File: src/rtl/i2cbs_pkg.sv
// Types, codes and microprogram entry points shared by the I2C bit sequencer.
package i2cbs_pkg;

  localparam int unsigned PcW = 5;

  localparam logic [2:0] KindAcquire = 3'd0;
  localparam logic [2:0] KindStart   = 3'd1;
  localparam logic [2:0] KindStop    = 3'd2;
  localparam logic [2:0] KindWrite   = 3'd3;
  localparam logic [2:0] KindRead    = 3'd4;
  localparam logic [2:0] KindSample  = 3'd5;

  localparam logic [PcW-1:0] EntAcquire   = 5'd0;
  localparam logic [PcW-1:0] EntStart     = 5'd2;
  localparam logic [PcW-1:0] EntStop      = 5'd5;
  localparam logic [PcW-1:0] EntWrite     = 5'd8;
  localparam logic [PcW-1:0] EntRead      = 5'd14;
  localparam logic [PcW-1:0] EntAck       = 5'd16;
  localparam logic [PcW-1:0] EntBit       = 5'd17;
  localparam logic [PcW-1:0] EntMasterAck = 5'd20;
  localparam logic [PcW-1:0] PcLast       = 5'd22;

  localparam logic [3:0] BitsPerByte = 4'd8;
  localparam logic [3:0] LastBitIdx  = 4'd7;

  typedef enum logic [1:0] {
    PEND_IDLE,
    PEND_WACK,
    PEND_RBIT
  } pend_e;

  typedef enum logic [1:0] {
    LVL_LOW,
    LVL_HIGH,
    LVL_DATA
  } lvl_e;

  typedef enum logic [1:0] {
    OP_NEXT,
    OP_LOOP,
    OP_JFULL
  } seq_op_e;

  typedef enum logic {
    PIN_SCL,
    PIN_SDA
  } pin_e;

  typedef struct packed {
    pin_e           pin;
    lvl_e           lvl;
    logic           req;
    logic           done;
    logic           last;
    logic           rbyte;
    logic           ack;
    seq_op_e        op;
    logic [PcW-1:0] target;
    pend_e          pend;
  } ucode_t;

  typedef struct packed {
    logic [2:0] kind;
    logic       bus_select;
    logic [7:0] write_byte;
    logic       sda_level;
  } in_t;

  typedef struct packed {
    logic       scl_release;
    logic       sda_release;
    logic       pin_bus;
    logic       sample_request;
    logic       done_res;
    logic [7:0] read_byte;
    logic       ack_bit;
    logic       last;
  } out_t;

  typedef struct packed {
    logic   step;
    ucode_t uc;
    logic   cmd_load;
    logic   wr_load;
    logic   rd_clear;
    logic   smp_shift;
    logic   ack_load;
    in_t    item;
  } dp_ctl_t;

  typedef struct packed {
    logic cnt_seven;
    logic cnt_full;
  } dp_stat_t;

endpackage

File: src/rtl/i2cbs_ucode_rom.sv
// Control store: one microcode word per pin phase step.
module i2cbs_ucode_rom (
  input  logic [i2cbs_pkg::PcW-1:0] addr_i,
  output i2cbs_pkg::ucode_t         uc_o
);

  function automatic i2cbs_pkg::ucode_t uw(
    i2cbs_pkg::pin_e              pin,
    i2cbs_pkg::lvl_e              lvl,
    logic                         req,
    logic                         done,
    logic                         last,
    logic                         rbyte,
    logic                         ack,
    i2cbs_pkg::seq_op_e           op,
    logic [i2cbs_pkg::PcW-1:0]    target,
    i2cbs_pkg::pend_e             pend
  );
    i2cbs_pkg::ucode_t w;
    w.pin    = pin;
    w.lvl    = lvl;
    w.req    = req;
    w.done   = done;
    w.last   = last;
    w.rbyte  = rbyte;
    w.ack    = ack;
    w.op     = op;
    w.target = target;
    w.pend   = pend;
    return w;
  endfunction

  always_comb begin
    case (addr_i)
      // acquire
      5'd0:  uc_o = uw(i2cbs_pkg::PIN_SCL, i2cbs_pkg::LVL_HIGH, 1'b0, 1'b0, 1'b0, 1'b0, 1'b0,
                       i2cbs_pkg::OP_NEXT, '0, i2cbs_pkg::PEND_IDLE);
      5'd1:  uc_o = uw(i2cbs_pkg::PIN_SDA, i2cbs_pkg::LVL_HIGH, 1'b0, 1'b1, 1'b1, 1'b0, 1'b0,
                       i2cbs_pkg::OP_NEXT, '0, i2cbs_pkg::PEND_IDLE);
      // start
      5'd2:  uc_o = uw(i2cbs_pkg::PIN_SCL, i2cbs_pkg::LVL_HIGH, 1'b0, 1'b0, 1'b0, 1'b0, 1'b0,
                       i2cbs_pkg::OP_NEXT, '0, i2cbs_pkg::PEND_IDLE);
      5'd3:  uc_o = uw(i2cbs_pkg::PIN_SDA, i2cbs_pkg::LVL_LOW, 1'b0, 1'b0, 1'b0, 1'b0, 1'b0,
                       i2cbs_pkg::OP_NEXT, '0, i2cbs_pkg::PEND_IDLE);
      5'd4:  uc_o = uw(i2cbs_pkg::PIN_SCL, i2cbs_pkg::LVL_LOW, 1'b0, 1'b1, 1'b1, 1'b0, 1'b0,
                       i2cbs_pkg::OP_NEXT, '0, i2cbs_pkg::PEND_IDLE);
      // stop
      5'd5:  uc_o = uw(i2cbs_pkg::PIN_SDA, i2cbs_pkg::LVL_LOW, 1'b0, 1'b0, 1'b0, 1'b0, 1'b0,
                       i2cbs_pkg::OP_NEXT, '0, i2cbs_pkg::PEND_IDLE);
      5'd6:  uc_o = uw(i2cbs_pkg::PIN_SCL, i2cbs_pkg::LVL_HIGH, 1'b0, 1'b0, 1'b0, 1'b0, 1'b0,
                       i2cbs_pkg::OP_NEXT, '0, i2cbs_pkg::PEND_IDLE);
      5'd7:  uc_o = uw(i2cbs_pkg::PIN_SDA, i2cbs_pkg::LVL_HIGH, 1'b0, 1'b1, 1'b1, 1'b0, 1'b0,
                       i2cbs_pkg::OP_NEXT, '0, i2cbs_pkg::PEND_IDLE);
      // write byte, bit loop
      5'd8:  uc_o = uw(i2cbs_pkg::PIN_SDA, i2cbs_pkg::LVL_DATA, 1'b0, 1'b0, 1'b0, 1'b0, 1'b0,
                       i2cbs_pkg::OP_NEXT, '0, i2cbs_pkg::PEND_IDLE);
      5'd9:  uc_o = uw(i2cbs_pkg::PIN_SCL, i2cbs_pkg::LVL_HIGH, 1'b0, 1'b0, 1'b0, 1'b0, 1'b0,
                       i2cbs_pkg::OP_NEXT, '0, i2cbs_pkg::PEND_IDLE);
      5'd10: uc_o = uw(i2cbs_pkg::PIN_SCL, i2cbs_pkg::LVL_LOW, 1'b0, 1'b0, 1'b0, 1'b0, 1'b0,
                       i2cbs_pkg::OP_LOOP, i2cbs_pkg::EntWrite, i2cbs_pkg::PEND_IDLE);
      // write byte, release for ack
      5'd11: uc_o = uw(i2cbs_pkg::PIN_SDA, i2cbs_pkg::LVL_HIGH, 1'b0, 1'b0, 1'b0, 1'b0, 1'b0,
                       i2cbs_pkg::OP_NEXT, '0, i2cbs_pkg::PEND_IDLE);
      5'd12: uc_o = uw(i2cbs_pkg::PIN_SDA, i2cbs_pkg::LVL_HIGH, 1'b0, 1'b0, 1'b0, 1'b0, 1'b0,
                       i2cbs_pkg::OP_NEXT, '0, i2cbs_pkg::PEND_IDLE);
      5'd13: uc_o = uw(i2cbs_pkg::PIN_SCL, i2cbs_pkg::LVL_HIGH, 1'b1, 1'b0, 1'b1, 1'b0, 1'b0,
                       i2cbs_pkg::OP_NEXT, '0, i2cbs_pkg::PEND_WACK);
      // read byte
      5'd14: uc_o = uw(i2cbs_pkg::PIN_SDA, i2cbs_pkg::LVL_HIGH, 1'b0, 1'b0, 1'b0, 1'b0, 1'b0,
                       i2cbs_pkg::OP_NEXT, '0, i2cbs_pkg::PEND_IDLE);
      5'd15: uc_o = uw(i2cbs_pkg::PIN_SCL, i2cbs_pkg::LVL_HIGH, 1'b1, 1'b0, 1'b1, 1'b0, 1'b0,
                       i2cbs_pkg::OP_NEXT, '0, i2cbs_pkg::PEND_RBIT);
      // ack sample after write
      5'd16: uc_o = uw(i2cbs_pkg::PIN_SCL, i2cbs_pkg::LVL_LOW, 1'b0, 1'b1, 1'b1, 1'b0, 1'b1,
                       i2cbs_pkg::OP_NEXT, '0, i2cbs_pkg::PEND_IDLE);
      // read bit sample
      5'd17: uc_o = uw(i2cbs_pkg::PIN_SCL, i2cbs_pkg::LVL_LOW, 1'b0, 1'b0, 1'b0, 1'b0, 1'b0,
                       i2cbs_pkg::OP_JFULL, i2cbs_pkg::EntMasterAck, i2cbs_pkg::PEND_IDLE);
      5'd18: uc_o = uw(i2cbs_pkg::PIN_SDA, i2cbs_pkg::LVL_HIGH, 1'b0, 1'b0, 1'b0, 1'b0, 1'b0,
                       i2cbs_pkg::OP_NEXT, '0, i2cbs_pkg::PEND_IDLE);
      5'd19: uc_o = uw(i2cbs_pkg::PIN_SCL, i2cbs_pkg::LVL_HIGH, 1'b1, 1'b0, 1'b1, 1'b0, 1'b0,
                       i2cbs_pkg::OP_NEXT, '0, i2cbs_pkg::PEND_RBIT);
      // master ack after eighth bit
      5'd20: uc_o = uw(i2cbs_pkg::PIN_SDA, i2cbs_pkg::LVL_LOW, 1'b0, 1'b0, 1'b0, 1'b0, 1'b0,
                       i2cbs_pkg::OP_NEXT, '0, i2cbs_pkg::PEND_IDLE);
      5'd21: uc_o = uw(i2cbs_pkg::PIN_SCL, i2cbs_pkg::LVL_HIGH, 1'b0, 1'b0, 1'b0, 1'b0, 1'b0,
                       i2cbs_pkg::OP_NEXT, '0, i2cbs_pkg::PEND_IDLE);
      5'd22: uc_o = uw(i2cbs_pkg::PIN_SCL, i2cbs_pkg::LVL_LOW, 1'b0, 1'b1, 1'b1, 1'b1, 1'b0,
                       i2cbs_pkg::OP_NEXT, '0, i2cbs_pkg::PEND_IDLE);
      default: uc_o = uw(i2cbs_pkg::PIN_SCL, i2cbs_pkg::LVL_LOW, 1'b0, 1'b0, 1'b1, 1'b0, 1'b0,
                         i2cbs_pkg::OP_NEXT, '0, i2cbs_pkg::PEND_IDLE);
    endcase
  end

endmodule

File: src/rtl/i2cbs_datapath.sv
// Datapath: pin levels, shift register, bit counter, ack and bus registers.
module i2cbs_datapath (
  input  logic                clk_i,
  input  logic                rst_ni,
  input  i2cbs_pkg::dp_ctl_t  ctl_i,
  output i2cbs_pkg::dp_stat_t stat_o,
  output i2cbs_pkg::out_t     res_o
);

  logic [3:0] pins_q, pins_d, pins_nx;
  logic [7:0] shift_q, shift_d;
  logic [3:0] cnt_q, cnt_d;
  logic       ack_q, ack_d;
  logic       bus_q, bus_d;
  logic [1:0] pidx;
  logic       lvl;

  always_comb begin
    pidx = {bus_q, ctl_i.uc.pin};
    case (ctl_i.uc.lvl)
      i2cbs_pkg::LVL_LOW:  lvl = 1'b0;
      i2cbs_pkg::LVL_HIGH: lvl = 1'b1;
      i2cbs_pkg::LVL_DATA: lvl = shift_q[7];
      default:             lvl = 1'b1;
    endcase
    pins_nx       = pins_q;
    pins_nx[pidx] = lvl;
    pins_d        = ctl_i.step ? pins_nx : pins_q;
  end

  always_comb begin
    shift_d = shift_q;
    cnt_d   = cnt_q;
    if (ctl_i.wr_load) begin
      shift_d = ctl_i.item.write_byte;
      cnt_d   = '0;
    end else if (ctl_i.rd_clear) begin
      shift_d = '0;
      cnt_d   = '0;
    end else if (ctl_i.smp_shift) begin
      shift_d = {shift_q[6:0], ctl_i.item.sda_level};
      cnt_d   = cnt_q + 4'd1;
    end else if (ctl_i.step && ctl_i.uc.op == i2cbs_pkg::OP_LOOP) begin
      shift_d = {shift_q[6:0], 1'b0};
      cnt_d   = cnt_q + 4'd1;
    end
    ack_d = ctl_i.ack_load ? ctl_i.item.sda_level : ack_q;
    bus_d = ctl_i.cmd_load ? ctl_i.item.bus_select : bus_q;
  end

  always_ff @(posedge clk_i or negedge rst_ni) begin
    if (!rst_ni) begin
      pins_q  <= 4'hF;
      shift_q <= '0;
      cnt_q   <= '0;
      ack_q   <= 1'b0;
      bus_q   <= 1'b0;
    end else begin
      pins_q  <= pins_d;
      shift_q <= shift_d;
      cnt_q   <= cnt_d;
      ack_q   <= ack_d;
      bus_q   <= bus_d;
    end
  end

  assign stat_o.cnt_seven = (cnt_q == i2cbs_pkg::LastBitIdx);
  assign stat_o.cnt_full  = (cnt_q == i2cbs_pkg::BitsPerByte);

  assign res_o.scl_release    = pins_nx[{bus_q, 1'b0}];
  assign res_o.sda_release    = pins_nx[{bus_q, 1'b1}];
  assign res_o.pin_bus        = bus_q;
  assign res_o.sample_request = ctl_i.uc.req;
  assign res_o.done_res       = ctl_i.uc.done;
  assign res_o.read_byte      = ctl_i.uc.rbyte ? shift_q : 8'd0;
  assign res_o.ack_bit        = ctl_i.uc.ack & ack_q;
  assign res_o.last           = ctl_i.uc.last;

endmodule

File: src/rtl/i2c_master_bit_sequencer.sv
// Top level: command dispatch, microcode sequencer and output register.
// Open-drain I2C master for two buses driven by a small microprogram. Each
// accepted command or sample word starts a microcode routine that steps one
// control word per clock while the output is not stalled and emits one pin
// phase word per step; the input stalls until the routine's final phase is
// issued. Routines exist for acquire, start, stop, write, read, ack sample
// and read bit sample, the last one adding the master ack after the eighth
// bit. Ignored words (unused kinds, samples while idle, commands while a
// sample is awaited) are accepted and give no output.
module i2c_master_bit_sequencer (
  input  logic             clk_i,
  input  logic             rst_ni,
  input  logic             in_valid_i,
  output logic             in_stall_o,
  input  i2cbs_pkg::in_t   in_word_i,
  output logic             out_valid_o,
  input  logic             out_stall_i,
  output i2cbs_pkg::out_t  out_word_o
);

  logic [i2cbs_pkg::PcW-1:0] pc_q, pc_d, pc_inc;
  logic                      run_q, run_d;
  i2cbs_pkg::pend_e          pend_q, pend_d;
  logic                      ov_q, ov_d;
  i2cbs_pkg::out_t           od_q, od_d;

  i2cbs_pkg::ucode_t   uc;
  i2cbs_pkg::dp_ctl_t  ctl;
  i2cbs_pkg::dp_stat_t stat;
  i2cbs_pkg::out_t     res;

  logic acc, is_cmd, smp_ack, smp_bit, step_en;

  i2cbs_ucode_rom u_rom (
    .addr_i (pc_q),
    .uc_o   (uc)
  );

  i2cbs_datapath u_dp (
    .clk_i  (clk_i),
    .rst_ni (rst_ni),
    .ctl_i  (ctl),
    .stat_o (stat),
    .res_o  (res)
  );

  assign in_stall_o = run_q;
  assign acc        = in_valid_i && !run_q;
  assign is_cmd     = acc && (in_word_i.kind <= i2cbs_pkg::KindRead)
                      && (pend_q == i2cbs_pkg::PEND_IDLE);
  assign smp_ack    = acc && (in_word_i.kind == i2cbs_pkg::KindSample)
                      && (pend_q == i2cbs_pkg::PEND_WACK);
  assign smp_bit    = acc && (in_word_i.kind == i2cbs_pkg::KindSample)
                      && (pend_q == i2cbs_pkg::PEND_RBIT);
  assign step_en    = run_q && (!ov_q || !out_stall_i);
  assign pc_inc     = pc_q + 5'd1;

  always_comb begin
    ctl.step      = step_en;
    ctl.uc        = uc;
    ctl.cmd_load  = is_cmd;
    ctl.wr_load   = is_cmd && (in_word_i.kind == i2cbs_pkg::KindWrite);
    ctl.rd_clear  = is_cmd && (in_word_i.kind == i2cbs_pkg::KindRead);
    ctl.smp_shift = smp_bit;
    ctl.ack_load  = smp_ack;
    ctl.item      = in_word_i;
  end

  always_comb begin
    pc_d   = pc_q;
    run_d  = run_q;
    pend_d = pend_q;
    if (is_cmd) begin
      run_d = 1'b1;
      case (in_word_i.kind)
        i2cbs_pkg::KindAcquire: pc_d = i2cbs_pkg::EntAcquire;
        i2cbs_pkg::KindStart:   pc_d = i2cbs_pkg::EntStart;
        i2cbs_pkg::KindStop:    pc_d = i2cbs_pkg::EntStop;
        i2cbs_pkg::KindWrite:   pc_d = i2cbs_pkg::EntWrite;
        default:                pc_d = i2cbs_pkg::EntRead;
      endcase
    end else if (smp_ack) begin
      run_d = 1'b1;
      pc_d  = i2cbs_pkg::EntAck;
    end else if (smp_bit) begin
      run_d = 1'b1;
      pc_d  = i2cbs_pkg::EntBit;
    end else if (step_en) begin
      if (uc.last) begin
        run_d  = 1'b0;
        pend_d = uc.pend;
      end else begin
        case (uc.op)
          i2cbs_pkg::OP_LOOP:  pc_d = stat.cnt_seven ? pc_inc : uc.target;
          i2cbs_pkg::OP_JFULL: pc_d = stat.cnt_full ? uc.target : pc_inc;
          default:             pc_d = pc_inc;
        endcase
      end
    end
  end

  always_comb begin
    ov_d = ov_q;
    od_d = od_q;
    if (step_en) begin
      ov_d = 1'b1;
      od_d = res;
    end else if (ov_q && !out_stall_i) begin
      ov_d = 1'b0;
    end
  end

  always_ff @(posedge clk_i or negedge rst_ni) begin
    if (!rst_ni) begin
      pc_q   <= '0;
      run_q  <= 1'b0;
      pend_q <= i2cbs_pkg::PEND_IDLE;
      ov_q   <= 1'b0;
    end else begin
      pc_q   <= pc_d;
      run_q  <= run_d;
      pend_q <= pend_d;
      ov_q   <= ov_d;
    end
  end

  always_ff @(posedge clk_i) begin
    od_q <= od_d;
  end

  assign out_valid_o = ov_q;
  assign out_word_o  = od_q;

  a_last_stops: assert property (@(posedge clk_i) disable iff (!rst_ni)
    (step_en && uc.last) |=> !run_q)
    else $error("sequencer still running after final phase");

  a_pc_range: assert property (@(posedge clk_i) disable iff (!rst_ni)
    run_q |-> (pc_q <= i2cbs_pkg::PcLast))
    else $error("microcode address out of program");

  a_req_is_last: assert property (@(posedge clk_i) disable iff (!rst_ni)
    (ov_q && od_q.sample_request) |-> od_q.last)
    else $error("sample request on a non-final phase word");

  a_no_accept_busy: assert property (@(posedge clk_i) disable iff (!rst_ni)
    (step_en && !uc.last) |=> run_q)
    else $error("routine ended before its final phase");

endmodule
File: config.mk
export PLATFORM = sky130hd
export DESIGN_NAME = i2c_master_bit_sequencer
export DESIGN_NICKNAME = d
export VERILOG_FILES = /design/src/rtl/i2cbs_pkg.sv /design/src/rtl/i2cbs_ucode_rom.sv /design/src/rtl/i2cbs_datapath.sv /design/src/rtl/i2c_master_bit_sequencer.sv
export SDC_FILE = /design/constraint.sdc
export NUM_CORES = 1
export LEC_CHECK = 0
export BUFFER_PORTS_ARGS = -buffer_cell sky130_fd_sc_hd__buf_2
export CELL_PAD_IN_SITES_DETAIL_PLACEMENT = 0
export CELL_PAD_IN_SITES_GLOBAL_PLACEMENT = 1
export CORE_MARGIN = 4
export CORE_UTILIZATION = 48
export CTS_CLUSTER_SIZE = 12
export DETAILED_ROUTE_END_ITERATION = 7
export PLACE_DENSITY = 0.95
export RECOVER_POWER = 25
export SLEW_MARGIN = 20
export SYNTH_ARGS = -nofsm -noshare
export SYNTH_HDL_FRONTEND = slang
export SYNTH_SLANG_ARGS = --single-unit
File: constraint.sdc
create_clock -name clk_i -period 5.4 [get_ports clk_i]
set_input_delay 0.54 -clock clk_i [delete_from_list [all_inputs] [get_ports clk_i]]
set_output_delay 0.54 -clock clk_i [all_outputs]
set_load 0.03 [all_outputs]
* Yosys cells after proc, flatten, opt, wreduce, memory -nomap -nowiden
Memories as Yosys holds them, arrays and structs flattened.
Cells that the tools add are included.
** Word-level totals
- Register bits :: 42
- ROM bits :: 480
- Input port bits :: 17
- Memories kept :: 1
- Output and inout port bits :: 17
** Memories
- (name not given) :: depth 32, bits a word 15, rd ports 1, clocked after memory_dff 0, wr ports 0, line i2cbs_ucode_rom.sv:34 : case (addr_i)
** Operators by class
- Bitwise operators :: 4
- Magnitude comparators :: 5
- Reduce and logical (&&, ||, !) cells :: 26
- Muxes and demuxes :: 32
- Add/subtract/negate cells :: 2
- Equal/unequal tests :: 13
** Operators by type and width (count)
- 5-bit two-way mux :: 7
- 8-bit two-way mux :: 4
- 4-bit two-way mux :: 4
- 4-bit one-hot mux with 4 select lines :: 1
- 1-bit logical AND :: 12
- 1-bit two-way mux :: 12
- 4-bit nonzero test :: 3
- 5-bit one-hot mux with 2 select lines :: 1
- 2-bit by 3-bit < comparator with 1-bit output (second input constant) :: 3
- 2-bit == test (second input constant) :: 3
- 3-bit by 2-bit == test with 1-bit output (second input constant) :: 2
- 3-bit == test (second input constant) :: 2
- 5-bit by 1-bit adder with 5-bit output (second input constant) :: 1
- 5-bit AND reduction :: 1
- 4-bit by 1-bit adder with 4-bit output (second input constant) :: 1
- 4-bit bitwise mux :: 1
- 2-bit by 1-bit == test with 1-bit output (second input constant) :: 2
- 4-bit by 3-bit == test with 1-bit output (second input constant) :: 1
- 4-bit == test (second input constant) :: 1
- 2-bit logical NOT :: 2
- 4-bit inequality test (second input constant) :: 1
- 2-bit AND reduction :: 2
- 3-bit by 1-bit == test with 1-bit output (second input constant) :: 1
- 3-bit less-or-equal comparator (second input constant) :: 1
- other kinds (9) :: 13

* Logic depth before layout (Yosys ltp)
Gate-level depths: netlist (run 1).
- Depth after elaboration :: 8
- Mapped depth :: 8

* Modules after synthesis
From an unflattened synthesis (run 1), not the netlist that was laid out.
** Unflattened totals
- Cells, all modules :: 248
- Area, all modules :: 2635.0 um^2
** By module, submodules not included
- i2c_master_bit_sequencer :: cells an instance 96, area each 1201.2 um^2, times used 1, sequential area each 675.6 um^2
- i2cbs_datapath :: cells an instance 95, area each 1032.2 um^2, times used 1, sequential area each 455.4 um^2
- i2cbs_ucode_rom :: cells an instance 57, area each 401.6 um^2, times used 1, sequential area each 0.0 um^2

* Least setup slack after synthesis (run 1)
OpenSTA, ideal clock, no wires.
- Path kind :: register -> register
- Start :: register pc_q[0] (netlist name)
- End :: register pend_q[0]
- Library setup time :: 0.128 ns
- Arrival :: 1.785 ns
- Path buffers :: 0
- Setup slack :: 3.487 ns
- Stages on the path, launching flop included :: 8
- Path through :: dfrtp_1 -> inv_1 -> ha_1 -> nand2b_1 -> a21oi_1 -> o31a_1 -> and2_1 -> mux2_1
** RTL lines
- from (decl) :: line i2c_master_bit_sequencer.sv:21 : logic [i2cbs_pkg::PcW-1:0] pc_q, pc_d, pc_inc;
- from (signal assigned) :: line i2c_master_bit_sequencer.sv:120 : pc_q <= pc_d;
- to (signal assigned) :: line i2c_master_bit_sequencer.sv:117 : pend_q <= i2cbs_pkg::PEND_IDLE;
- to (signal assigned) :: line i2c_master_bit_sequencer.sv:122 : pend_q <= pend_d;
- to (decl) :: line i2c_master_bit_sequencer.sv:23 : i2cbs_pkg::pend_e pend_q, pend_d;

* Worst setup path after layout (run 1)
- Start :: register pc_q[0] (netlist name)
- End :: register u_dp.shift_q[3]
** Between the ends
- Longest elaborated chain between the ends :: 4
** RTL lines
- memory 32 x 15 bit
- 2-bit by 1-bit == test with 1-bit output :: line i2cbs_datapath.sv:43 : end else if (ctl_i.step && ctl_i.uc.op == i2cbs_pkg::OP_LOOP) begin
- 1-bit logical AND :: line i2cbs_datapath.sv:43
- 4-bit nonzero test (no source line)
- to (signal assigned) :: line i2cbs_datapath.sv:60 : shift_q <= shift_d;
- to (decl) :: line i2cbs_datapath.sv:11 : logic [7:0] shift_q, shift_d;
No other way between the ends.
A chain may end at the register's enable or synchronous reset.

==> results of run 1 <==
[area by class of cell]
class,instances,area share
clock inverter,3,0.00875
multi-input combinational,171,0.446
timing repair buffer,33,0.0603
tap,67,0.0309
clock buffer,5,0.0253
inverter,9,0.0124
sequential,42,0.416
[final timing paths]
path / from / to / cells past startpoint
worst max-delay path: pc_q[0] / u_dp.shift_q[3] / 6
worst min-delay path: in_word_i[1] / u_dp.shift_q[0] / 3
worst max register to register: pc_q[0] / u_dp.shift_q[3] / 6
worst min register to register: u_dp.ack_q / u_dp.ack_q / 1
max in group asynchronous: rst_ni / u_dp.bus_q / 1
min in group asynchronous: rst_ni / u_dp.cnt_q[3] / 1
[synth_stat cells, drive strengths merged (2+ instances only)]
cell type,number,share of area
nand2,25,0.039
dfrtp,23,0.24
nor2,16,0.027
edfxtp,15,0.18
o21ai,13,0.028
buf,10,0.024
and2,9,0.023
inv,9,0.014
ha,8,0.041
a21oi,7,0.014
a2bb2oi,7,0.025
mux2,7,0.032
mux2i,7,0.029
nand2b,6,0.018
nand3,6,0.012
nor3,5,0.017
a211oi,4,0.014
and3,4,0.010
dfstp,4,0.043
nand3b,4,0.012
o22ai,4,0.016
xnor2,4,0.014
nor2b,3,0.0077
o32a,3,0.012
a21o,2,0.0062
a31oi,2,0.0051
a32oi,2,0.010
nor4b,2,0.0098
o21a,2,0.0062
or3,2,0.0072
[metal layers]
layer	share of wire	routed length, um	track usage
met5	0	0	0
met4	0.0083	40	0.0533
met3	0.059	285	0.0317
met2	0.45	2190	0.255
met1	0.48	2320	0.236
[logic make-up after synthesis]
family,share of synthesized area
flip-flops,0.464
AND/OR/NAND/NOR,0.212
AO/OA/AOI/OAI,0.165
adder cells (fa/ha/maj),0.0411
XOR/XNOR,0.0180
buffers and inverters,0.0390
multiplexers,0.0611
[metrics by stage]
| step | power (uW) | setup slack [ps] | cell area [um^2] |
|---|---|---|---|
| 5_1_grt | 1770 | 2870 | 2720 |
| 6_report | 1630 | 3070 | 2720 |
| 2_1_floorplan | 1260 | 3490 | 2440 |
| 3_3_place_gp | 1420 | 3110 | 2630 |
| 3_5_place_dp | 1440 | 3060 | 2630 |
| 4_1_cts | 1650 | 3090 | 2720 |
[power groups by stage]
stage               Combinational, uW  Sequential (uW)  Clock [uW]
floorplan                         569              687           0
global placement                  755              666           0
detailed placement                770              668           0
CTS                               773              660         212
global route                      849              687         231
finish                            766              663         206
[registers in the layout, summed over array words and instances (netlist names)]
name,flops
u_dp.ack_q,1
u_dp.pins_q,4
in_stall_o,1
out_word_o,15
pend_q,2
u_dp.shift_q,8
pc_q,5
out_valid_o,1
u_dp.cnt_q,4
u_dp.bus_q,1
[critical path, cell delays in order (launching register included)]
cell                        delay (ps)
sky130_fd_sc_hd__dfrtp_1           500
sky130_fd_sc_hd__inv_1             130
sky130_fd_sc_hd__ha_1              250
sky130_fd_sc_hd__and4bb_1          250
sky130_fd_sc_hd__a32oi_2           580
sky130_fd_sc_hd__nand2_1           320
sky130_fd_sc_hd__a2bb2oi_1         200
==> load_flow_metrics.sql, run 1 <==
INSERT INTO impl_metrics (metric_group, metric, value, unit) VALUES
('clock_tree', 'cts_hold_buffers', '0', ''),
('power_and_ir_drop', 'power_frac_clock', '0.126', ''),
('yosys', 'number_of_warnings_printed_during_yosys_synthesis', '0', ''),
('yosys', 'synth-main-ff-cell', 'sky130_fd_sc_hd__dfrtp_1', ''),
('clock_tree', 'clkSinkCount', '42', ''),
('timing', 'timing_worst_slew_pin_value', '1460', 'ps'),
('cells_and_area', 'multi_input_gate_area_in_the_final_layout', '1210', 'um^2'),
('global_route', 'pin_count_of_the_biggest_net_entering_global_routing', '28', ''),
('yosys', 'postSynthNetCount', '258', ''),
('timing', 'timing.slew.headroom', '0.0263', ''),
('timing', 'final.period_utilization', '0.432', ''),
('drt', 'routedWlPerCell', '14.7', 'um'),
('power_and_ir_drop', 'leakage_power_total', '0.00117', 'uW'),
('yosys', 'synth-seq-cells', '42', ''),
('global_route', 'track_usage', '0.166', ''),
('clock_tree', 'resized_gates_after_cts', '0', ''),
('yosys', 'synthesis.area', '2440', 'um^2'),
('yosys', 'synthesis.instances', '233', ''),
('cells_and_area', 'instances_no_fill', '330', ''),
('clock_tree', 'h-tree-depth', '2', ''),
('cells_and_area', 'layout_commonest_cell', 'sky130_fd_sc_hd__buf_2', ''),
('timing', 'hold_viol', '0', ''),
('floorplan', 'design.die.area', '6280', 'um^2'),
('timing', 'period_needed', '2330', 'ps'),
('cells_and_area', 'post_route_cells_drive_above_1_share', '0.221', ''),
('power_and_ir_drop', 'share_seq_of_total_power', '0.406', ''),
('floorplan', 'io-pin-count', '34', ''),
('power_and_ir_drop', 'netSwitchingPower', '722', 'uW'),
('floorplan', 'fp-row-count', '25', ''),
('floorplan', 'start_util', '0.506', ''),
('placement', 'finalWeightedCongestion', '0.828', ''),
('cells_and_area', 'final_net_count', '287', ''),
('critical_path', 'timing.critical_path.required', '5590', 'ps'),
('drt', 'remaining_drc_errors', '0', ''),
('floorplan', 'die_h', '79.3', 'um'),
('critical_path', 'setup.worst_path.class', 'flip-flop to flip-flop', ''),
('yosys', 'synth_area_per_cell', '10.5', 'um^2'),
('global_route', 'global_route.overflow_total', '0', ''),
('timing', 'fin_setup_tns', '0', 'ps'),
('placement', 'placement.io_buffers', '33', ''),
('yosys', 'asyncSetResetFlopFracSynth', '0.643', ''),
('drt', 'drt-total-wl', '4840', 'um'),
('critical_path', 'data_arrival_time_of_the_critical_path', '2520', 'ps'),
('critical_path', 'critical_path.startpoint_type', 'flip-flop', ''),
('global_route', 'wire_length_of_the_first_global_routing_pass', '8110', 'um'),
('floorplan', 'die_w', '79.3', 'um'),
('drt', 'detail_route.iter0.violations', '95', ''),
('yosys', 'synth-seq-area-share', '0.464', ''),
('drt', 'route.vias.total', '1777', ''),
('clock_tree', 'tritoncts', 'built', ''),
('yosys', 'synth_enable_flop_cells', '15', ''),
('cells_and_area', 'layout.cells.most_common_list', '32 x sky130_fd_sc_hd__buf_2, 25 x sky130_fd_sc_hd__nand2_1, 23 x sky130_fd_sc_hd__dfrtp_1, 15 x sky130_fd_sc_hd__edfxtp_1, 14 x sky130_fd_sc_hd__nor2_1', ''),
('clock_tree', 'cts.path.max_buffers', '2', ''),
('cells_and_area', 'area_delta_synth_final', '11.4', '%'),
('placement', 'placedCellCount', '322', ''),
('global_route', 'antenna_found_initial', '0', ''),
('cells_and_area', 'regArea', '1130', 'um^2'),
('clock_tree', 'clock-root-buffer', 'sky130_fd_sc_hd__clkbuf_8', ''),
('clock_tree', 'cts_setup_buffers', '0', ''),
('timing', 'rsz0062_at_grt', 'no', ''),
('timing', 'max_clock_skew', '8.85', 'ps'),
('cells_and_area', 'post-route-util', '0.564', ''),
('power_and_ir_drop', 'power.combinational.fraction', '0.469', ''),
('outcome', 'outcome', 'completed', ''),
('critical_path', 'reg2reg_setup_slack', '3070', 'ps'),
('clock_tree', 'clk-insertion-delay-late', '290', 'ps'),
('power_and_ir_drop', 'power_report.internal_total', '913', 'uW'),
('clock_tree', 'clk_transition_reported_paths', '90', 'ps'),
('timing', 'max_clock_freq', '0.429', 'GHz'),
('global_route', 'grt_pass1_vias', '1676', ''),
('power_and_ir_drop', 'worst_ir_drop_vdd', '0.210', 'mV');
(Power assumes the default switching activity.)
==> run 2: changes to the inputs <==
--- a/config.mk
+++ b/config.mk
@@ -5,14 +5,15 @@
 export SDC_FILE = /design/constraint.sdc
 export NUM_CORES = 1
 export LEC_CHECK = 0
+export ABC_AREA = 1
 export BUFFER_PORTS_ARGS = -buffer_cell sky130_fd_sc_hd__buf_2
 export CELL_PAD_IN_SITES_DETAIL_PLACEMENT = 0
 export CELL_PAD_IN_SITES_GLOBAL_PLACEMENT = 1
 export CORE_MARGIN = 4
-export CORE_UTILIZATION = 48
+export CORE_UTILIZATION = 38
 export CTS_CLUSTER_SIZE = 12
 export DETAILED_ROUTE_END_ITERATION = 7
-export PLACE_DENSITY = 0.95
+export PLACE_DENSITY = 0.86
 export RECOVER_POWER = 25
 export SLEW_MARGIN = 20
 export SYNTH_ARGS = -nofsm -noshare
==> constraint.sdc (replaced) <==
create_clock -name clk_i -period 2.1 [get_ports clk_i]
set_input_delay 0.21 -clock clk_i [delete_from_list [all_inputs] [get_ports clk_i]]
set_output_delay 0.21 -clock clk_i [all_outputs]
set_load 0.03 [all_outputs]
==> run 2 against run 1 <==
Net effect:
- non-clock buffer count up 7
- setup slack worse by 2800 ps
- synthesized cell count rose by 32%
- first-iteration DRC count up 45%
- clock-buffer cell count increased by 1
- power up 140%
- flip-flop and latch count did not move
- sequential share of layout area fell by 1.1 points
- combinational power grew to 2.6 times the previous value
- cell area grew 2.7%
- critical path type unchanged
==> load_flow_metrics.sql, run 2 <==
INSERT INTO impl_metrics (metric_group, metric, value, unit) VALUES
('outcome', 'outcome', 'completed', ''),
('drt', 'detail_route.first_pass.iterations', '4', ''),
('drt', 'detail_route.iter0.violations', '138', ''),
('yosys', 'synth_enable_flop_cells', '15', ''),
('critical_path', 'timing.critical_path.required', '2280', 'ps'),
('yosys', 'synth-seq-cells', '42', ''),
('clock_tree', 'clk_transition_reported_paths', '80', 'ps'),
('hold_path', 'timing.hold.worst.class', 'input pin to flip-flop', ''),
('timing', 'timing.final.ws_setup', '304', 'ps'),
('clock_tree', 'clk-insertion-delay-late', '300', 'ps'),
('yosys', 'postSynthNetCount', '332', ''),
('global_route', 'antenna_found_initial', '0', ''),
('placement', 'place_ws', '343', 'ps'),
('floorplan', 'start_util', '0.401', ''),
('timing', 'max_clock_skew', '6.23', 'ps'),
('yosys', 'synth-seq-area-share', '0.465', ''),
('global_route', 'track_usage', '0.158', ''),
('drt', 'routedWlPerCell', '12.9', 'um'),
('floorplan', 'io-pin-count', '34', ''),
('timing', 'period_needed', '1800', 'ps'),
('placement', 'placement.io_buffers', '33', ''),
('timing', 'final.period_utilization', '0.855', ''),
('critical_path', 'data_arrival_time_of_the_critical_path', '1970', 'ps'),
('cells_and_area', 'post-route-util', '0.460', ''),
('timing', 'holdWs', '111', 'ps'),
('cells_and_area', 'diodes', '0', ''),
('floorplan', 'design.die.area', '7740', 'um^2'),
('timing', 'timing_worst_slew_pin_value', '642', 'ps'),
('flow_run', 'max_cap_viol_count', '0', ''),
('cells_and_area', 'layout.cells.most_common_list', '96 x sky130_fd_sc_hd__nand2_1, 48 x sky130_fd_sc_hd__nand3_1, 33 x sky130_fd_sc_hd__buf_2, 31 x sky130_fd_sc_hd__inv_1, 23 x sky130_fd_sc_hd__dfrtp_1', ''),
('floorplan', 'die_w', '88.0', 'um'),
('clock_tree', 'cts.path.max_buffers', '2', ''),
('drt', 'route.vias.total', '2107', ''),
('yosys', 'synth.most_common_cell', 'sky130_fd_sc_hd__nand2_1', ''),
('clock_tree', 'clkSinkCount', '42', ''),
('clock_tree', 'clock-root-buffer', 'sky130_fd_sc_hd__clkbuf_8', ''),
('global_route', 'wire_length_of_the_first_global_routing_pass', '9480', 'um'),
('cells_and_area', 'number_of_flip_flops_in_the_largest_register', '15', ''),
('cells_and_area', 'final_net_count', '373', ''),
('drt', 'final_antenna_net_count', '0', ''),
('timing', 'timing.slew.headroom', '0.572', ''),
('yosys', 'synth_top_cells_by_count', '96 x sky130_fd_sc_hd__nand2_1, 48 x sky130_fd_sc_hd__nand3_1, 31 x sky130_fd_sc_hd__inv_1', ''),
('cells_and_area', 'post_route_cells_drive_above_1_share', '0.206', ''),
('yosys', 'synth_area_per_cell', '7.91', 'um^2'),
('yosys', 'number_of_warnings_printed_during_yosys_synthesis', '0', ''),
('placement', 'finalWeightedCongestion', '0.916', ''),
('placement', 'dp.final_hpwl', '4090', 'um'),
('yosys', 'largest_area_contributor_in_the_netlist', 'sky130_fd_sc_hd__dfrtp_1', ''),
('timing', 'hold_viol', '0', ''),
('clock_tree', 'numCtsBuffers', '5', ''),
('drt', 'detail_route.vias_per_cell', '4.97', ''),
('clock_tree', 'h-tree-depth', '2', ''),
('critical_path', 'end_kind', 'flip-flop', ''),
('yosys', 'post_synth_num_cell_types', '27', ''),
('floorplan', 'die_h', '88.0', 'um'),
('power_and_ir_drop', 'worst_ir_drop_vdd', '0.645', 'mV'),
('clock_tree', 'tritoncts', 'built', ''),
('global_route', 'global_route.overflow_total', '0', ''),
('power_and_ir_drop', 'totalPowerFinal', '3950', 'uW'),
('yosys', 'synth_top_cells_by_area', 'sky130_fd_sc_hd__dfrtp_1 24%, sky130_fd_sc_hd__edfxtp_1 19%, sky130_fd_sc_hd__nand2_1 15%', ''),
('global_route', 'pin_count_of_the_biggest_net_entering_global_routing', '28', ''),
('yosys', 'synthesis.instances', '307', ''),
('drt', 'drt-total-wl', '5470', 'um'),
('timing', 'timing_max_transition_violations_final', '0', ''),
('timing', 'rsz0062_at_grt', 'no', ''),
('yosys', 'synthesis.area', '2430', 'um^2'),
('timing', 'fin_setup_tns', '0', 'ps'),
('yosys', 'synth_top_area_frac', '0.237', ''),
('floorplan', 'fp-row-count', '28', ''),
('power_and_ir_drop', 'leakage_power_total', '0.00138', 'uW'),
('cells_and_area', 'area_delta_synth_final', '14.8', '%'),
('power_and_ir_drop', 'power_density', '1420', 'nW/um^2'),
('critical_path', 'cp_max_fanout', '5', ''),
('yosys', 'synth-main-ff-cell', 'sky130_fd_sc_hd__dfrtp_1', ''),
('cells_and_area', 'fillerInstances', '617', ''),
('timing', 'max_clock_freq', '0.557', 'GHz'),
('yosys', 'asyncSetResetFlopFracSynth', '0.643', ''),
('cells_and_area', 'layout_commonest_cell', 'sky130_fd_sc_hd__nand2_1', ''),
('timing', 'setup_viol', '0', ''),
('critical_path', 'critical_path.startpoint_type', 'flip-flop', ''),
('critical_path', 'setup.worst_path.class', 'flip-flop to flip-flop', ''),
('floorplan', 'area_inside_the_core_boundary', '6060', 'um^2'),
('global_route', 'grt_pass1_vias', '2021', ''),
('drt', 'remaining_drc_errors', '0', '');
[run 2: final timing paths]
kind | startpoint | end | slack, ps | cells past startpoint
setup reg to reg | pc_q[1] | out_word_o[14] | 300 | 8
hold / removal | in_word_i[9] | u_dp.bus_q | 110 | 3
max in group asynchronous | rst_ni | u_dp.cnt_q[2] | 1220 | 2
hold reg to reg | u_dp.pins_q[1] | u_dp.pins_q[1] | 470 | 2
min in group asynchronous | rst_ni | u_dp.shift_q[1] | 470 | 2
setup / recovery | pc_q[1] | out_word_o[14] | 300 | 8
[run 2: layout make-up]
cell class / count / area [um^2] / share of cell area
Clock buffer: 6 / 72.6 / 0.0260
Multi-Input combinational cell: 224 / 1130 / 0.404
Inverter: 35 / 131 / 0.0471
Timing Repair Buffer: 40 / 220 / 0.0790
Tap cell: 75 / 93.8 / 0.0336
Sequential cell: 42 / 1130 / 0.406
Clock inverter: 2 / 13.8 / 0.00493
[run 2: worst max-delay path: stages, from the launching register on]
cell and delay [ps]:
sky130_fd_sc_hd__dfrtp_1 400, sky130_fd_sc_hd__inv_1 110, sky130_fd_sc_hd__ha_1 330, sky130_fd_sc_hd__nand2_1 80
sky130_fd_sc_hd__nand3_1 120, sky130_fd_sc_hd__nand4_1 230, sky130_fd_sc_hd__o21bai_1 250, sky130_fd_sc_hd__nand3_1 90
sky130_fd_sc_hd__nand2_1 70
[run 2: where the power goes]
group	internal [uW]	switching, uW
Combinational	626	1330
Sequential	1250	218
Clock	235	289
Total	2110	1840
[run 2: metal layers]
layer / GRT usage / part of all wire
met5: 0 / 0
met4: 0.0683 / 0.017
met3: 0.0320 / 0.061
met2: 0.241 / 0.44
met1: 0.218 / 0.48
[run 2: timing repair]
item / 4_1_cts / 5_1_grt
resized for setup: 0 / 0
hold buffers: 1 / 0
setup buffers: 0 / 0
hold endpoints to repair: 23 / 0
[run 2: kinds of logic after synthesis]
logic type | synth area share
AOI/OAI and AO/OA | 0.0947
xor gates and xnor gates | 0.00721
buffers and inverters | 0.0711
adders and majority gates | 0.0412
DFF | 0.465
and+or+nand+nor | 0.320
[run 2: metrics by stage]
step / cell area (um^2) / instances
after detailed placement: 2690 / 415
after global routing: 2790 / 424
final: 2790 / 424
after CTS: 2790 / 424
after floorplan: 2430 / 307
after global placement: 2690 / 415
==> run 3: changes to the inputs <==
==> constraint.sdc (replaced) <==
create_clock -name clk_i -period 2.1 [get_ports clk_i]
set_input_delay 0.42 -clock clk_i [delete_from_list [all_inputs] [get_ports clk_i]]
set_output_delay 0.42 -clock clk_i [all_outputs]
set_load 0.03 [all_outputs]
==> run 3 against run 2 <==
Net effect:
- the run now ends with capacitance limit, slew limit left
- power up 2.5%
- clock-buffer cell count stayed put
- sequential power barely moved
- flip-flop and latch count is the same
- sequential share of layout area is 0.073 points lower
- clock power grew 21%
- die area did not move
- cell area increased by 0.18%
- highest routed layer unchanged
- worst hold slack improved by 220 ps
- via count grew 0.85%
- clock skew about the same
- maximum frequency rose by 0.56%
==> load_flow_metrics.sql, run 3 (same netlist as run 2, synthesis figures left out) <==
INSERT INTO impl_metrics (metric_group, metric, value, unit) VALUES
('placement', 'finalWeightedCongestion', '0.936', ''),
('hold_path', 'min-delay-start', 'in_word_i[9]', ''),
('critical_path', 'r2r-start', 'pc_q[1]', ''),
('timing', 'max_clock_skew', '6.08', 'ps'),
('cells_and_area', 'multi_input_gate_area_in_the_final_layout', '1130', 'um^2'),
('global_route', 'track_usage', '0.155', ''),
('outcome', 'outcome', 'finished, violations left', ''),
('cells_and_area', 'fillerInstances', '625', ''),
('timing', 'holdWs', '329', 'ps'),
('clock_tree', 'clk_transition_reported_paths', '80', 'ps'),
('floorplan', 'fp-row-count', '28', ''),
('critical_path', 'cpMostUsedCell', 'sky130_fd_sc_hd__nand3_1', ''),
('timing', 'timing_max_transition_violations_final', '28', ''),
('cells_and_area', 'regArea', '1130', 'um^2'),
('clock_tree', 'tritoncts', 'built', ''),
('clock_tree', 'cts.path.max_buffers', '2', ''),
('floorplan', 'start_util', '0.401', ''),
('clock_tree', 'numCtsBuffers', '5', ''),
('timing', 'setup_viol', '0', ''),
('timing', 'rsz0062_at_grt', 'no', ''),
('placement', 'placement.io_buffers', '33', ''),
('timing', 'timing.final.ws_setup', '314', 'ps'),
('cells_and_area', 'final_net_count', '371', ''),
('placement', 'placedCellCount', '414', ''),
('cells_and_area', 'area_delta_synth_final', '15.0', '%'),
('timing', 'timing.slew.headroom', '-0.0233', ''),
('clock_tree', 'clkSinkCount', '42', ''),
('global_route', 'wire_length_of_the_first_global_routing_pass', '9320', 'um'),
('clock_tree', 'h-tree-depth', '2', ''),
('floorplan', 'design.die.area', '7740', 'um^2'),
('global_route', 'global_route.overflow_total', '0', ''),
('critical_path', 'data_arrival_time_of_the_critical_path', '1850', 'ps'),
('power_and_ir_drop', 'power_density', '1450', 'nW/um^2'),
('power_and_ir_drop', 'worst_ir_drop_vdd', '0.618', 'mV'),
('clock_tree', 'clock-root-buffer', 'sky130_fd_sc_hd__clkbuf_8', ''),
('drt', 'routedWlPerCell', '13.1', 'um'),
('floorplan', 'area_inside_the_core_boundary', '6060', 'um^2'),
('power_and_ir_drop', 'leakage_power_total', '0.00137', 'uW'),
('cells_and_area', 'diodes', '0', ''),
('global_route', 'grt_pass1_vias', '1998', ''),
('timing', 'final.period_utilization', '0.851', ''),
('critical_path', 'startpoint', 'pc_q[1]', ''),
('floorplan', 'die_h', '88.0', 'um'),
('cells_and_area', 'layout_commonest_cell', 'sky130_fd_sc_hd__nand2_1', ''),
('hold_path', 'timing.hold.worst.class', 'input pin to flip-flop', ''),
('placement', 'dp.final_hpwl', '4140', 'um'),
('floorplan', 'io-pin-count', '34', ''),
('global_route', 'pin_count_of_the_biggest_net_entering_global_routing', '28', ''),
('cells_and_area', 'layout.cells.most_common_list', '96 x sky130_fd_sc_hd__nand2_1, 48 x sky130_fd_sc_hd__nand3_1, 32 x sky130_fd_sc_hd__buf_2, 31 x sky130_fd_sc_hd__inv_1, 23 x sky130_fd_sc_hd__dfrtp_1', ''),
('outcome', 'failed_checks', 'capacitance limit, slew limit', ''),
('cells_and_area', 'post-route-util', '0.461', ''),
('drt', 'detail_route.iter0.violations', '100', ''),
('critical_path', 'end_kind', 'flip-flop', ''),
('critical_path', 'timing.critical_path.required', '2160', 'ps'),
('flow_run', 'max_cap_viol_count', '1', ''),
('clock_tree', 'clk-insertion-delay-late', '290', 'ps'),
('clock_tree', 'cts_setup_buffers', '0', ''),
('cells_and_area', 'number_of_flip_flops_in_the_largest_register', '15', ''),
('cells_and_area', 'instances_no_fill', '422', ''),
('cells_and_area', 'post_route_cells_drive_above_1_share', '0.202', ''),
('drt', 'final_antenna_net_count', '0', ''),
('global_route', 'antenna_found_initial', '0', ''),
('timing', 'max_clock_freq', '0.560', 'GHz'),
('drt', 'detail_route.first_pass.iterations', '4', ''),
('critical_path', 'critical_path.startpoint_type', 'flip-flop', ''),
('critical_path', 'critical_path.n_buffers_inverters', '1', ''),
('critical_path', 'crit_path_cell_chain', 'inv_1 > ha_1 > nand2_1 > nand3_1 > nand3_1 > nor2_1 > nand3_1 > nand3_1 > nand2_1', ''),
('drt', 'route.vias.total', '2125', ''),
('floorplan', 'die_w', '88.0', 'um'),
('critical_path', 'critical_path.slowest_cell', 'sky130_fd_sc_hd__dfrtp_1', ''),
('placement', 'place_ws', '328', 'ps'),
('clock_tree', 'cts_hold_buffers', '0', ''),
('drt', 'drt-total-wl', '5520', 'um'),
('drt', 'remaining_drc_errors', '0', ''),
('drt', 'detail_route.vias_per_cell', '5.04', ''),
('timing', 'timing_worst_slew_pin_value', '1540', 'ps'),
('critical_path', 'timing.critical_path.max_delay_family', 'simple AND/OR/NAND/NOR gates', ''),
('timing', 'period_needed', '1790', 'ps'),
('timing', 'hold_viol', '0', ''),
('timing', 'fin_setup_tns', '0', 'ps'),
('critical_path', 'cp_max_fanout', '5', ''),
('clock_tree', 'resized_gates_after_cts', '0', ''),
('critical_path', 'max_stage_delay', '400', 'ps'),
('critical_path', 'setup.worst_path.class', 'flip-flop to flip-flop', '');
-- run 3: metrics by stage --
stage	power [uW]	area, um^2
floorplan	2930	2430
global placement	3400	2690
detailed placement	3430	2690
CTS	4070	2800
global route	4410	2790
finish	4050	2790
-- run 3: final timing paths --
kind / cells after the start / slack, ps / end
worst max-delay path: 9 / 310 / out_word_o[14]
worst min-delay path: 3 / 330 / u_dp.bus_q
worst max register to register: 9 / 310 / out_word_o[14]
worst min register to register: 2 / 470 / u_dp.pins_q[1]
max in group asynchronous: 1 / 720 / u_dp.shift_q[4]
min in group asynchronous: 1 / 490 / out_valid_o
-- run 3: worst reg2reg max path, stage by stage (launching register included) --
cell                      delay, ps
sky130_fd_sc_hd__dfrtp_1        400
sky130_fd_sc_hd__inv_1          110
sky130_fd_sc_hd__ha_1           330
sky130_fd_sc_hd__nand2_1         80
sky130_fd_sc_hd__nand3_1        110
sky130_fd_sc_hd__nand3_1         70
sky130_fd_sc_hd__nor2_1         170
sky130_fd_sc_hd__nand3_1        130
sky130_fd_sc_hd__nand3_1        100
sky130_fd_sc_hd__nand2_1         50
-- run 3: layout make-up --
| cell class | instances | share of cell area |
|---|---|---|
| Clock buffer | 6 | 0.0260 |
| Clock inverter | 2 | 0.0134 |
| Inverter | 35 | 0.0470 |
| Multi-Input combinational cell | 224 | 0.403 |
| Sequential cell | 42 | 0.405 |
| Tap cell | 75 | 0.0336 |
| Timing Repair Buffer | 38 | 0.0721 |
-- run 3: routing by layer --
layer	wire [um]	vias to the layer above	GRT usage
met3	290	7	0.0310
met1	2650	986	0.218
met4	85	0	0.0558
li1	-	1083	-
met2	2490	49	0.238
met5	0	-	0
-- run 3: where the power goes --
group          switching, uW  internal [uW]
clock network            280            355
logic                   1310            617
registers                232           1250
total                   1820           2220
